$ cat config.mk
export PLATFORM = sky130hd
export DESIGN_NAME = fir_filter_edge_replicate_unit
export DESIGN_NICKNAME = d
export VERILOG_FILES = /design/src/hdl/fer_pkg.sv /design/src/hdl/fir_filter_edge_replicate_unit.sv /design/src/hdl/fer_tap_cell.sv /design/src/hdl/fer_out_stage.sv
export SDC_FILE = /design/constraint.sdc
export NUM_CORES = 2
export LEC_CHECK = 0
export BUFFER_PORTS_ARGS = -buffer_cell sky130_fd_sc_hd__buf_2
export CAP_MARGIN = 5
export CORE_MARGIN = 4
export CORE_UTILIZATION = 40
export CTS_CLUSTER_DIAMETER = 30
export DETAILED_ROUTE_END_ITERATION = 16
export HOLD_SLACK_MARGIN = 0.03
export SYNTH_ARGS = -nofsm -noshare
export SYNTH_HDL_FRONTEND = slang
export SYNTH_SLANG_ARGS = --single-unit
export TNS_END_PERCENT = 100
$ cat constraint.sdc
create_clock -name clk_i -period 11.25 [get_ports clk_i]
set_input_delay 2.25 -clock clk_i [delete_from_list [all_inputs] [get_ports clk_i]]
set_output_delay 2.25 -clock clk_i [all_outputs]
set_load 0.01 [all_outputs]
$ cat src/hdl/fer_pkg.sv
package fer_pkg;

  // register file layout and fixed field widths
  localparam int NUM_COEFS     = 5;
  localparam int COEF_BITS     = 16;
  localparam int TAP_CNT_BITS  = 3;
  localparam int HOT_BITS      = 4;
  localparam int CFG_IDX_BITS  = 3;
  localparam int CFG_DATA_BITS = 16;
  localparam int OWED_BITS     = 3;

  localparam logic [OWED_BITS-1:0] OWED_MAX = '1;

  typedef enum logic [CFG_IDX_BITS-1:0] {
    CFG_TAP_COUNT  = 3'd0,
    CFG_HOT_SPOT   = 3'd1,
    CFG_COEF_ZERO  = 3'd2,
    CFG_COEF_ONE   = 3'd3,
    CFG_COEF_TWO   = 3'd4,
    CFG_COEF_THREE = 3'd5,
    CFG_COEF_FOUR  = 3'd6
  } cfg_reg_e;

  // status of an item traveling down the sum pipeline
  typedef struct packed {
    logic valid;
    logic last;
  } stage_tag_t;

endpackage

$ cat src/hdl/fir_filter_edge_replicate_unit.sv
// FIR filter with edge replication over a stream of signed samples. Each sample item
// yields one filtered item, delayed by lag = taps - 1 - hot_spot samples; before the
// first sample of a vector the window holds copies of it, and the item flagged tlast
// flushes the owed outputs with that sample repeated. Ordinary items are taken one per
// clock unless the output stalls; after a tlast item the input is held while the
// window cells step the flush, lag steps (at most MAX_TAPS - 1), one per cycle unless
// the output stalls. Outputs pass the cell product, sum, and rounding and saturation
// registers. Configuration must be written through cfg_we_i / cfg_idx_i / cfg_data_i
// only while the stream is idle; the block does not enforce this. The coefficient for
// each cell comes from the tap count, so a short filter uses the newest window cells.
module fir_filter_edge_replicate_unit import fer_pkg::*; #(
  parameter int MAX_TAPS       = 5,
  parameter int SAMPLE_BITS    = 16,
  parameter int COEF_FRAC_BITS = 14
) (
  input  logic                             clk_i,
  input  logic                             rst_ni,
  input  logic                             cfg_we_i,
  input  logic [CFG_IDX_BITS-1:0]          cfg_idx_i,
  input  logic [CFG_DATA_BITS-1:0]         cfg_data_i,
  input  logic                             s_axis_tvalid,
  output logic                             s_axis_tready,
  input  logic [((SAMPLE_BITS+7)/8)*8-1:0] s_axis_tdata,   // sample_in
  input  logic                             s_axis_tlast,   // last_in
  output logic                             m_axis_tvalid,
  input  logic                             m_axis_tready,
  output logic [((SAMPLE_BITS+7)/8)*8-1:0] m_axis_tdata,   // filtered
  output logic                             m_axis_tuser,   // clipped
  output logic                             m_axis_tlast    // last_out
);

  localparam int DataW = ((SAMPLE_BITS + 7) / 8) * 8;
  localparam int ProdW = SAMPLE_BITS + COEF_BITS;

  logic [TAP_CNT_BITS-1:0]       tap_count_q;
  logic signed [HOT_BITS-1:0]    hot_spot_q;
  logic signed [COEF_BITS-1:0]   coef_q [NUM_COEFS];

  logic [TAP_CNT_BITS-1:0]       taps, hot, lag;
  logic signed [COEF_BITS-1:0]   cell_coef [MAX_TAPS];
  logic signed [SAMPLE_BITS-1:0] win [MAX_TAPS];
  logic signed [ProdW-1:0]       prod [MAX_TAPS];
  logic signed [SAMPLE_BITS-1:0] sample_in, shift_val;

  logic                 started_q, started_d;
  logic                 flushing_q, flushing_d;
  logic [OWED_BITS-1:0] owed_q, owed_d, owed_inc;
  logic [OWED_BITS-1:0] flush_s_q, flush_s_d, flush_p_q, flush_p_d;
  logic                 v1_q, last1_q;
  logic                 accept, step, fill, compute, mark_last;
  logic                 en1, take2;
  stage_tag_t           tag1;
  logic [SAMPLE_BITS-1:0] filtered;
  logic                 clipped, last_out;

  // configuration registers
  always_ff @(posedge clk_i or negedge rst_ni) begin
    if (!rst_ni) begin
      tap_count_q <= TAP_CNT_BITS'(3);
      hot_spot_q  <= -HOT_BITS'(1);
      coef_q[0]   <= COEF_BITS'(4096);
      coef_q[1]   <= COEF_BITS'(8192);
      coef_q[2]   <= COEF_BITS'(4096);
      coef_q[3]   <= '0;
      coef_q[4]   <= '0;
    end else if (cfg_we_i) begin
      unique case (cfg_reg_e'(cfg_idx_i))
        CFG_TAP_COUNT:  tap_count_q <= cfg_data_i[TAP_CNT_BITS-1:0];
        CFG_HOT_SPOT:   hot_spot_q  <= cfg_data_i[HOT_BITS-1:0];
        CFG_COEF_ZERO:  coef_q[0]   <= cfg_data_i[COEF_BITS-1:0];
        CFG_COEF_ONE:   coef_q[1]   <= cfg_data_i[COEF_BITS-1:0];
        CFG_COEF_TWO:   coef_q[2]   <= cfg_data_i[COEF_BITS-1:0];
        CFG_COEF_THREE: coef_q[3]   <= cfg_data_i[COEF_BITS-1:0];
        CFG_COEF_FOUR:  coef_q[4]   <= cfg_data_i[COEF_BITS-1:0];
        default: ;
      endcase
    end
  end

  // effective tap count, hot spot and lag
  always_comb begin
    if (tap_count_q == '0) begin
      taps = TAP_CNT_BITS'(1);
    end else if (int'(tap_count_q) > MAX_TAPS) begin
      taps = TAP_CNT_BITS'(MAX_TAPS);
    end else begin
      taps = tap_count_q;
    end
    if (hot_spot_q[HOT_BITS-1]) begin
      hot = taps >> 1;
    end else if (hot_spot_q[TAP_CNT_BITS-1:0] >= taps) begin
      hot = taps - TAP_CNT_BITS'(1);
    end else begin
      hot = hot_spot_q[TAP_CNT_BITS-1:0];
    end
    lag = taps - TAP_CNT_BITS'(1) - hot;
  end

  // tap k of a filter with t taps sits on window cell MAX_TAPS - t + k
  always_comb begin
    for (int j = 0; j < MAX_TAPS; j++) begin
      cell_coef[j] = '0;
      for (int k = 0; k < NUM_COEFS; k++) begin
        if (j + int'(taps) == MAX_TAPS + k) cell_coef[j] = coef_q[k];
      end
    end
  end

  assign sample_in     = s_axis_tdata[SAMPLE_BITS-1:0];
  assign en1           = !v1_q || take2;
  assign s_axis_tready = en1 && !flushing_q;
  assign accept        = s_axis_tvalid && s_axis_tready;
  assign step          = accept || (flushing_q && en1);
  assign fill          = accept && !started_q;
  // the flush repeats the newest sample already in the window
  assign shift_val     = flushing_q ? win[MAX_TAPS-1] : sample_in;
  assign owed_inc      = (owed_q == OWED_MAX) ? OWED_MAX : owed_q + OWED_BITS'(1);

  always_comb begin
    started_d  = started_q;
    flushing_d = flushing_q;
    owed_d     = owed_q;
    flush_s_d  = flush_s_q;
    flush_p_d  = flush_p_q;
    compute    = 1'b0;
    mark_last  = 1'b0;
    if (accept) begin
      started_d = 1'b1;
      if (!s_axis_tlast) begin
        if (owed_inc > lag) begin
          compute = 1'b1;
          owed_d  = owed_inc - OWED_BITS'(1);
        end else begin
          owed_d = owed_inc;
        end
      end else begin
        compute   = ({1'b0, owed_inc} >= {1'b0, lag} + 4'd1);
        mark_last = (lag == '0);
        if (lag == '0) begin
          owed_d    = '0;
          started_d = 1'b0;
        end else begin
          flushing_d = 1'b1;
          flush_s_d  = OWED_BITS'(1);
          flush_p_d  = owed_inc;
        end
      end
    end else if (flushing_q && en1) begin
      compute   = ({1'b0, flush_s_q} + {1'b0, flush_p_q} >= {1'b0, lag} + 4'd1);
      mark_last = (flush_s_q == lag);
      if (flush_s_q == lag) begin
        flushing_d = 1'b0;
        owed_d     = '0;
        started_d  = 1'b0;
      end else begin
        flush_s_d = flush_s_q + OWED_BITS'(1);
      end
    end
  end

  always_ff @(posedge clk_i or negedge rst_ni) begin
    if (!rst_ni) begin
      started_q  <= 1'b0;
      flushing_q <= 1'b0;
      owed_q     <= '0;
      flush_s_q  <= '0;
      flush_p_q  <= '0;
      v1_q       <= 1'b0;
      last1_q    <= 1'b0;
    end else begin
      started_q  <= started_d;
      flushing_q <= flushing_d;
      owed_q     <= owed_d;
      flush_s_q  <= flush_s_d;
      flush_p_q  <= flush_p_d;
      if (en1) begin
        v1_q    <= step && compute;
        last1_q <= mark_last;
      end
    end
  end

  genvar j;
  generate
    for (j = 0; j < MAX_TAPS; j++) begin : g_cell
      logic signed [SAMPLE_BITS-1:0] neighbor;
      if (j == MAX_TAPS - 1) begin : g_head
        assign neighbor = shift_val;
      end else begin : g_body
        assign neighbor = win[j+1];
      end
      fer_tap_cell #(
        .SAMPLE_BITS (SAMPLE_BITS)
      ) u_cell (
        .clk_i         (clk_i),
        .rst_ni        (rst_ni),
        .step_i        (step),
        .fill_i        (fill),
        .fill_sample_i (sample_in),
        .neighbor_i    (neighbor),
        .coef_i        (cell_coef[j]),
        .sample_o      (win[j]),
        .prod_o        (prod[j])
      );
    end
  endgenerate

  assign tag1.valid = v1_q;
  assign tag1.last  = last1_q;

  fer_out_stage #(
    .MAX_TAPS       (MAX_TAPS),
    .SAMPLE_BITS    (SAMPLE_BITS),
    .COEF_FRAC_BITS (COEF_FRAC_BITS)
  ) u_out (
    .clk_i      (clk_i),
    .rst_ni     (rst_ni),
    .prod_i     (prod),
    .tag_i      (tag1),
    .take_o     (take2),
    .valid_o    (m_axis_tvalid),
    .ready_i    (m_axis_tready),
    .filtered_o (filtered),
    .clipped_o  (clipped),
    .last_o     (last_out)
  );

  assign m_axis_tdata = DataW'(filtered);
  assign m_axis_tuser = clipped;
  assign m_axis_tlast = last_out;

`ifndef NO_ASSERTIONS
  a_flush_blocks_input: assert property (@(posedge clk_i) disable iff (!rst_ni)
    flushing_q |-> !s_axis_tready)
    else $error("input taken during flush");

  a_flush_count_bound: assert property (@(posedge clk_i) disable iff (!rst_ni)
    flushing_q |-> (flush_s_q <= lag) && (flush_s_q != '0))
    else $error("flush step count out of range");

  a_flush_end_marks_last: assert property (@(posedge clk_i) disable iff (!rst_ni)
    (flushing_q && en1 && (flush_s_q == lag)) |=> v1_q && last1_q && !started_q)
    else $error("final flush step did not issue a last item");

  a_last_no_lag: assert property (@(posedge clk_i) disable iff (!rst_ni)
    (accept && s_axis_tlast && (lag == '0)) |=> !flushing_q && !started_q && v1_q)
    else $error("zero lag vector end mishandled");
`endif

endmodule

$ cat src/hdl/fer_tap_cell.sv
module fer_tap_cell import fer_pkg::*; #(
  parameter int SAMPLE_BITS = 16
) (
  input  logic                                    clk_i,
  input  logic                                    rst_ni,
  input  logic                                    step_i,
  input  logic                                    fill_i,
  input  logic signed [SAMPLE_BITS-1:0]           fill_sample_i,
  input  logic signed [SAMPLE_BITS-1:0]           neighbor_i,
  input  logic signed [COEF_BITS-1:0]             coef_i,
  output logic signed [SAMPLE_BITS-1:0]           sample_o,
  output logic signed [SAMPLE_BITS+COEF_BITS-1:0] prod_o
);

  localparam int ProdW = SAMPLE_BITS + COEF_BITS;

  logic signed [SAMPLE_BITS-1:0] sample_d, sample_q;
  logic signed [ProdW-1:0]       prod_d, prod_q;

  always_comb begin
    sample_d = fill_i ? fill_sample_i : neighbor_i;
    prod_d   = sample_d * coef_i;
  end

  always_ff @(posedge clk_i or negedge rst_ni) begin
    if (!rst_ni) begin
      sample_q <= '0;
    end else if (step_i) begin
      sample_q <= sample_d;
    end
  end

  // product follows the window as it will stand after this step
  always_ff @(posedge clk_i) begin
    if (step_i) begin
      prod_q <= prod_d;
    end
  end

  assign sample_o = sample_q;
  assign prod_o   = prod_q;

endmodule

$ cat src/hdl/fer_out_stage.sv
module fer_out_stage import fer_pkg::*; #(
  parameter int MAX_TAPS       = 5,
  parameter int SAMPLE_BITS    = 16,
  parameter int COEF_FRAC_BITS = 14
) (
  input  logic                                    clk_i,
  input  logic                                    rst_ni,
  input  logic signed [SAMPLE_BITS+COEF_BITS-1:0] prod_i [MAX_TAPS],
  input  stage_tag_t                              tag_i,
  output logic                                    take_o,
  output logic                                    valid_o,
  input  logic                                    ready_i,
  output logic [SAMPLE_BITS-1:0]                  filtered_o,
  output logic                                    clipped_o,
  output logic                                    last_o
);

  localparam int ProdW    = SAMPLE_BITS + COEF_BITS;
  localparam int SumW     = ProdW + $clog2(MAX_TAPS);
  localparam int RndW     = ((SumW > COEF_FRAC_BITS) ? SumW : COEF_FRAC_BITS) + 2;
  localparam int RoundPos = (COEF_FRAC_BITS > 0) ? COEF_FRAC_BITS - 1 : 0;
  localparam logic signed [RndW-1:0] RoundHalf =
    (COEF_FRAC_BITS > 0) ? (RndW'(1) << RoundPos) : '0;

  logic signed [SumW-1:0]   sum_d, sum_q;
  logic                     v2_q, last2_q;
  logic                     v3_q, last3_q, clipped_q;
  logic [SAMPLE_BITS-1:0]   filtered_q;
  logic signed [RndW-1:0]   rounded, shifted;
  logic [SAMPLE_BITS-1:0]   sat_val;
  logic                     sat_hit;
  logic                     en2, en3;

  assign en3    = !v3_q || ready_i;
  assign en2    = !v2_q || en3;
  assign take_o = en2;

  always_comb begin
    sum_d = '0;
    for (int k = 0; k < MAX_TAPS; k++) begin
      sum_d = sum_d + SumW'(prod_i[k]);
    end
  end

  // round half up, then saturate to the sample range
  always_comb begin
    rounded = RndW'(sum_q) + RoundHalf;
    shifted = rounded >>> COEF_FRAC_BITS;
    sat_hit = !((&shifted[RndW-1:SAMPLE_BITS-1]) || !(|shifted[RndW-1:SAMPLE_BITS-1]));
    if (!sat_hit) begin
      sat_val = shifted[SAMPLE_BITS-1:0];
    end else if (shifted[RndW-1]) begin
      sat_val = {1'b1, {(SAMPLE_BITS-1){1'b0}}};
    end else begin
      sat_val = {1'b0, {(SAMPLE_BITS-1){1'b1}}};
    end
  end

  always_ff @(posedge clk_i or negedge rst_ni) begin
    if (!rst_ni) begin
      v2_q <= 1'b0;
      v3_q <= 1'b0;
    end else begin
      if (en2) v2_q <= tag_i.valid;
      if (en3) v3_q <= v2_q;
    end
  end

  always_ff @(posedge clk_i) begin
    if (en2) begin
      sum_q   <= sum_d;
      last2_q <= tag_i.last;
    end
    if (en3) begin
      filtered_q <= sat_val;
      clipped_q  <= sat_hit;
      last3_q    <= last2_q;
    end
  end

  assign valid_o    = v3_q;
  assign filtered_o = filtered_q;
  assign clipped_o  = clipped_q;
  assign last_o     = last3_q;

endmodule
-- Word-level counts from Yosys, hierarchy flattened
Index checks and enable logic that the tools add are counted.
- $add $sub $neg: 16
- multipliers: 5
- order comparisons: 5
- equal/unequal tests: 35
- multiplexer cells: 62
- bitwise gates (word level): 1
- reductions and logical operators: 36
- operator list (kind ; count):
    $mux W16 ; 31
    $eq A32 B4 Y1 const B ; 12
    $mul A16 B16 Y32 ; 5
    $eq A32 B5 Y1 const B ; 4
    $add A35 B32 Y35 ; 2
    $mux W3 ; 16
    $add A35 B15 Y36 const B ; 1
    $add A33 B32 Y34 ; 1
    $add A32 B32 Y33 ; 1
    $eq A4 B4 Y1 const B ; 4
    $reduce_and A2 Y1 ; 8
    $eq A3 B3 Y1 const B ; 5
    $mux W1 ; 15
    $eq A3 B2 Y1 const B ; 3
    $logic_not A3 Y1 ; 3
    $add A2 B3 Y4 const A ; 2
    $reduce_and A4 Y1 ; 2
    $reduce_and A8 Y1 ; 1
    $reduce_or A8 Y1 ; 1
    $logic_not A1 Y1 ; 7
    $add A3 B1 Y3 const B ; 2
    $eq A3 B1 Y1 const B ; 2
    $ne A2 B2 Y1 const B ; 3
    $reduce_and A3 Y1 ; 2
    other kinds (17) ; 27
- register bits after elaboration: 380
- input bits: 41
- logic and storage cells: 190

-- Logic depth before layout (Yosys ltp)
- depth in word-level cells: 12
- gate-level depth with buffers: 37
- gate-level depth less buffers: 34

-- Modules after synthesis
Synthesis repeated with hierarchy kept, for this count alone.
- cells, all modules: 7524
- area, all modules: 72485.8 um^2
- modules (own cells, without submodules) (module ; times used ; cells an instance ; area each (um^2) ; sequential area each (um^2)):
    fer_tap_cell (g_cell[1].u_cell ...) ; 2 ; 1179 ; 11624.9 ; 1361.3
    fer_tap_cell (g_cell[4].u_cell) ; 1 ; 1194 ; 11771.3 ; 1361.3
    fer_tap_cell (g_cell[0].u_cell) ; 1 ; 1204 ; 11691.2 ; 1361.3
    fer_tap_cell (g_cell[3].u_cell) ; 1 ; 1163 ; 11516.0 ; 1361.3
    fir_filter_edge_replicate_unit ; 1 ; 876 ; 7724.9 ; 2513.7
    fer_out_stage ; 1 ; 729 ; 6532.5 ; 1281.2

-- Worst setup path before layout
Ideal clock, no wire load.
- path type: input port to flip-flop
- start point: in m_axis_tready
- end point: reg g_cell[2].u_cell.prod_q[31], data pin
- setup time: 0.260 ns
- data arrival time: 9.146 ns
- data required time: 10.990 ns
- slack: 1.844 ns
- stages on the path: 31
- cells stage by stage: nor2b_1 a31oi_1 and2_1 nand2b_1 buf_2 clkbuf_1 buf_2 a21o_1 clkbuf_1 nand2_1 fa_1 inv_1 fa_1 inv_1 fa_1 inv_1 fa_1 inv_1 fa_1 inv_1 fa_1 ha_1 and3_1 a221o_1 a41o_1 a21o_1 a211oi_1 o31a_1 o21bai_1 a21oi_1 xnor2_1
- longest elaborated chain between the ends: 8
- RTL lines (item ; line ; RTL):
    start: declaration ; fir_filter_edge_replicate_unit.sv:26 ; input logic m_axis_tready,
    $logic_or A1 B1 Y1 ; fer_out_stage.sv:34 ; assign en3 = !v3_q || ready_i;
    $logic_or A1 B1 Y1 ; fer_out_stage.sv:35 ; assign en2 = !v2_q || en3;
    $logic_or A1 B1 Y1 ; fir_filter_edge_replicate_unit.sv:110 ; assign en1 = !v1_q || take2;
    $logic_and A1 B1 Y1 ; fir_filter_edge_replicate_unit.sv:111 ; assign s_axis_tready = en1 && !flushing_q;
    net s_axis_tready ; fir_filter_edge_replicate_unit.sv:22 ; output logic s_axis_tready,
    $logic_and A1 B1 Y1 ; fir_filter_edge_replicate_unit.sv:112 ; assign accept = s_axis_tvalid && s_axis_tready;
    $logic_and A1 B1 Y1 ; fir_filter_edge_replicate_unit.sv:114 ; assign fill = accept && !started_q;
    $mux W16 ; fer_tap_cell.sv:21 ; sample_d = fill_i ? fill_sample_i : neighbor_i;
    $mul A16 B16 Y32 ; fer_tap_cell.sv:22 ; prod_d = sample_d * coef_i;
    net g_cell[2].u_cell.prod_d[31] ; fer_tap_cell.sv:18 ; logic signed [ProdW-1:0] prod_d, prod_q;
    end signal: assignment ; fer_tap_cell.sv:36 ; prod_q <= prod_d;
    end: declaration ; fer_tap_cell.sv:18 ;
The timed path passes the listed nets, and every way through them passes these cells.
A chain may end at the register's enable or synchronous reset.

-- Final worst setup path
- start point: reg tap_count_q[2]
- end point: reg g_cell[4].u_cell.prod_q[25], data pin
- longest elaborated chain between the ends: 11
- RTL lines (item ; line ; RTL):
    start: declaration ; fir_filter_edge_replicate_unit.sv:35 ; logic [TAP_CNT_BITS-1:0] tap_count_q;
    start signal: assignment ; fir_filter_edge_replicate_unit.sv:68 ; CFG_TAP_COUNT: tap_count_q <= cfg_data_i[TAP_CNT_BITS-1:0];
    $gt A3 B3 Y1 ; fir_filter_edge_replicate_unit.sv:84 ; end else if (int'(tap_count_q) > MAX_TAPS) begin
    $mux W3 ; fir_filter_edge_replicate_unit.sv:84 ;
    $mux W3 * ; fir_filter_edge_replicate_unit.sv:82 ; if (tap_count_q == '0) begin
    $add A3 B3 Y4 * ; fir_filter_edge_replicate_unit.sv:104 ; if (j + int'(taps) == MAX_TAPS + k) cell_coef[j] = coef_q[k];
    $eq A32 B4 Y1 ; fir_filter_edge_replicate_unit.sv:104 ;
    $mux W16 (4 in a row) ; fir_filter_edge_replicate_unit.sv:104 ;
    $mux W16 * ; fir_filter_edge_replicate_unit.sv:104 ;
    $mul A16 B16 Y32 * ; fer_tap_cell.sv:22 ;
    net g_cell[4].u_cell.prod_d[25] ; fer_tap_cell.sv:18 ;
    end signal: assignment ; fer_tap_cell.sv:36 ;
    end: declaration ; fer_tap_cell.sv:18 ;
Mark *: on every way through the listed nets, which the timed path passes. The rest lies on a longest branch.

==> results.md <==
- Area Overhead vs Synth: 10.7%
- Status: complete, no violations
- Most used DFF post-synth: edfxtp_1
- Global-route wire length before repair: 338000 um
- Largest area contributor in the netlist: fa_1
- Initial DRC Count: 4406
- I/O pin count: 61
- RSZ-0062 raised after global routing: false
- Worst R2R End: g_cell[4].u_cell.prod_o[25]
- CTS Buffer Depth: 3
- WL final: roughly 220000 um
- CTS H-tree lvls: 3
- Initial core utilization: 40.3%
- Crit path required time: approximately 12 ns
- # DRC: 0
- Gr busiest metal: met2
- Worst setup path start: tap_count_q[2]
- Vias after detailed routing: 52100
- GR Util met2: around two fifths
- Mapped Cells: approximately 7400
- Crit-path slowest cell: a31oi_1
- Min-delay worst type: reg -> reg
- Setup crit end kind: flip-flop
- Clk pin slew, worst setup/hold paths: 0.05 ns
- 1st-pass router iterations: 9
- Clock Skew: 0.0735 ns
- Placed Area: 0.0729 mm2
- Wire per inst: 22.5 um
- Startpoint types: flip-flop
- Grt met3 use: just under 6%
- Post-CTS Resized: 0
- HPWL after DPL: 186000 um
- Warnings, synthesis: 0
- Design area: 0.0767 mm2
- Clk sinks: 367
- Synth cell count leaders: inv_1, fa_1, nand2_1, nor2_1, ha_1
- Initial antenna violation count: 23
- Synthesized flop and latch total: between 300 and 400
- Max-slew violation count: 0
- Layout Utilization: 44.6%
- Area share of the largest cell type after synthesis: 39.9%
- Clk_lat worst skew: 0.75 ns
- CTS buffer count: 104
- Overall Global Routing Usage: around a quarter
- Die area: around 0.18 mm2
- # setup viols final: 0
- Post-synth ARST share: 45.2%
- Largest net degree at the start of global routing: approximately 110
- Die Ht: 424 um
- Nets: 9427
- Worst stage delay on the critical path: 0.78 ns
- Worst reg2reg path depth: 32
- CTS tree: built
- Core Area: roughly 0.17 mm2
- Fillers: between 15000 and 20000
- Crit path buffers/inverters: 8
- Fmax: 0.0989 GHz
- Crit path kind: reg -> reg
- Crit. path cell count: 32
- Max_slew headroom: 16.1%
- Hold Vio Cnt, Final: 0
- IO Port Bufs: 60
- Post-synth cell types: 89
- Die width: 424 um
- Minimum clock period: 10.11 ns
- Reg-to-reg critical path startpoint: tap_count_q[2]
- DR vias/cell: 5.25
- Mapped Avg Cell Area: ~9.4 um2
- Post-route setup TNS: 0 ns
- Met1 usage: 34.2%
- Antenna Nets Post-Route: 0
- Setup Buffers After CTS: 0
- Most frequent cell after synthesis: inv_1
- Syn nets: 9313
- Largest cells by area after synthesis: fa_1, ha_1, edfxtp_1, inv_1, dfrtp_1
- Vias in the first global route: approximately 54000
- Delay-heaviest family, CP: adder cells
- Synthesized area: 0.0692 mm2
- Cell Rows: 152
- Cell mode on critical path: inv_1
- Worst reg2reg setup slack: about 1.1 ns
- Hold_buf cts: 0
- Max Cap Violations: 0
- Worst-path maximum fanout: 31
- Tightest Pin Transition: 1.26 ns
- Worst Setup EP: g_cell[4].u_cell.prod_o[25]
- Critical Path AT: 10.60 ns
- Number of flops mapped to enable cells by yosys: ~200
- Layout cells sized above 1: 7.97%
- GRT overflow: 0
- Post-synthesis sequential area ratio: 14.7%
- Clock root buffer: clkbuf_16
- Final Cycle Share: 89.8%
- GP Congestion: around 0.96
==> cells in the final DEF (no fill, tap or decap), drive strengths merged, types with 45 or more instances in the layout <==
master	instances
a21o	176
a21oi	296
a22oi	85
and2	55
buf	237
clkbuf	118
dfrtp	157
edfxtp	201
fa	1379
ha	507
inv	1610
mux2	104
nand2	865
nand3	54
nor2	728
nor3	45
o21ai	200
xnor2	173
xor2	66
==> kinds of logic (layout without fill, tap and decap cells) <==
kind of cell	Yosys count	after routing	share of synthesized area (%)
fa+ha+maj	1886	1886	49.0
mux	139	139	2.20
compound gates	989	989	9.23
simple gates	1933	1933	11.7
flops	367	367	14.7
other cells	0	18	0
buf+inv	1832	2038	10.1
xor+xnor	240	240	3.06
==> per-stage QoR <==
step	std cells	setup slack [ns]	hold slack (ns)
after floorplan	7386	1.84	0.400
after global placement	9704	1.07	0.404
after detailed placement	9704	0.994	0.407
after CTS	9902	1.22	0.421
after global routing	9913	0.666	0.453
final	9920	1.14	0.420
==> worst min-delay path by stage <==
stage,slack [ns],from,end,cells past startpoint
floorplan,0.40,u_out.last2_q,u_out.last_o,0
finish,0.42,u_out.last2_q,u_out.last_o,0
global placement,0.40,u_out.last2_q,u_out.last_o,0
global route,0.45,u_out.last2_q,u_out.last_o,0
detailed placement,0.41,u_out.last2_q,u_out.last_o,0
CTS,0.42,u_out.last2_q,u_out.last_o,0
==> layer usage <==
layer / wire, um / vias to the layer above / share of wire [%]
met5: 13 / - / 0.0058
met4: 10600 / 2 / 4.8
met3: 20000 / 420 / 9.0
met2: 99200 / 2013 / 45
met1: 93000 / 26500 / 42
li1: - / 23100 / -
==> state kept, by name, indices dropped and copies added, names as in the netlist, 4 cells and up <==
| signal | count |
|---|---|
| g_cell.u_cell.prod_o | 160 |
| coef_q | 80 |
| g_cell.u_cell.sample_o | 64 |
| u_out.sum_q | 22 |
| u_out.filtered_o | 16 |
| hot_spot_q | 4 |
==> worst register-to-register path: cells and delay by family (launching register included) <==
family,cells,cell delay (ns)
xor gates and xnor gates,1,0.42
and+or+nand+nor,6,1.10
DFF,1,0.53
muxes,1,0.52
AOI/OAI and AO/OA,7,2.37
buffers and inverters,8,0.96
adders and majority gates,9,3.98
==> final cells by class <==
cell class	instances	area (um2)	share of cell area, %
sequential	367	10200	13.3
timing repair buffer	237	1650	2.15
inverter	1603	6020	7.86
clock buffer	118	2720	3.54
antenna	18	45.0	0.0588
clock inverter	80	1000	1.31
tap	2310	2890	3.77
multi-input combinational	5187	52100	68.0
Power is left out: the tool's default activity adds up to more than one toggle a clock period on the data nets, which glitch-free logic cannot reach.
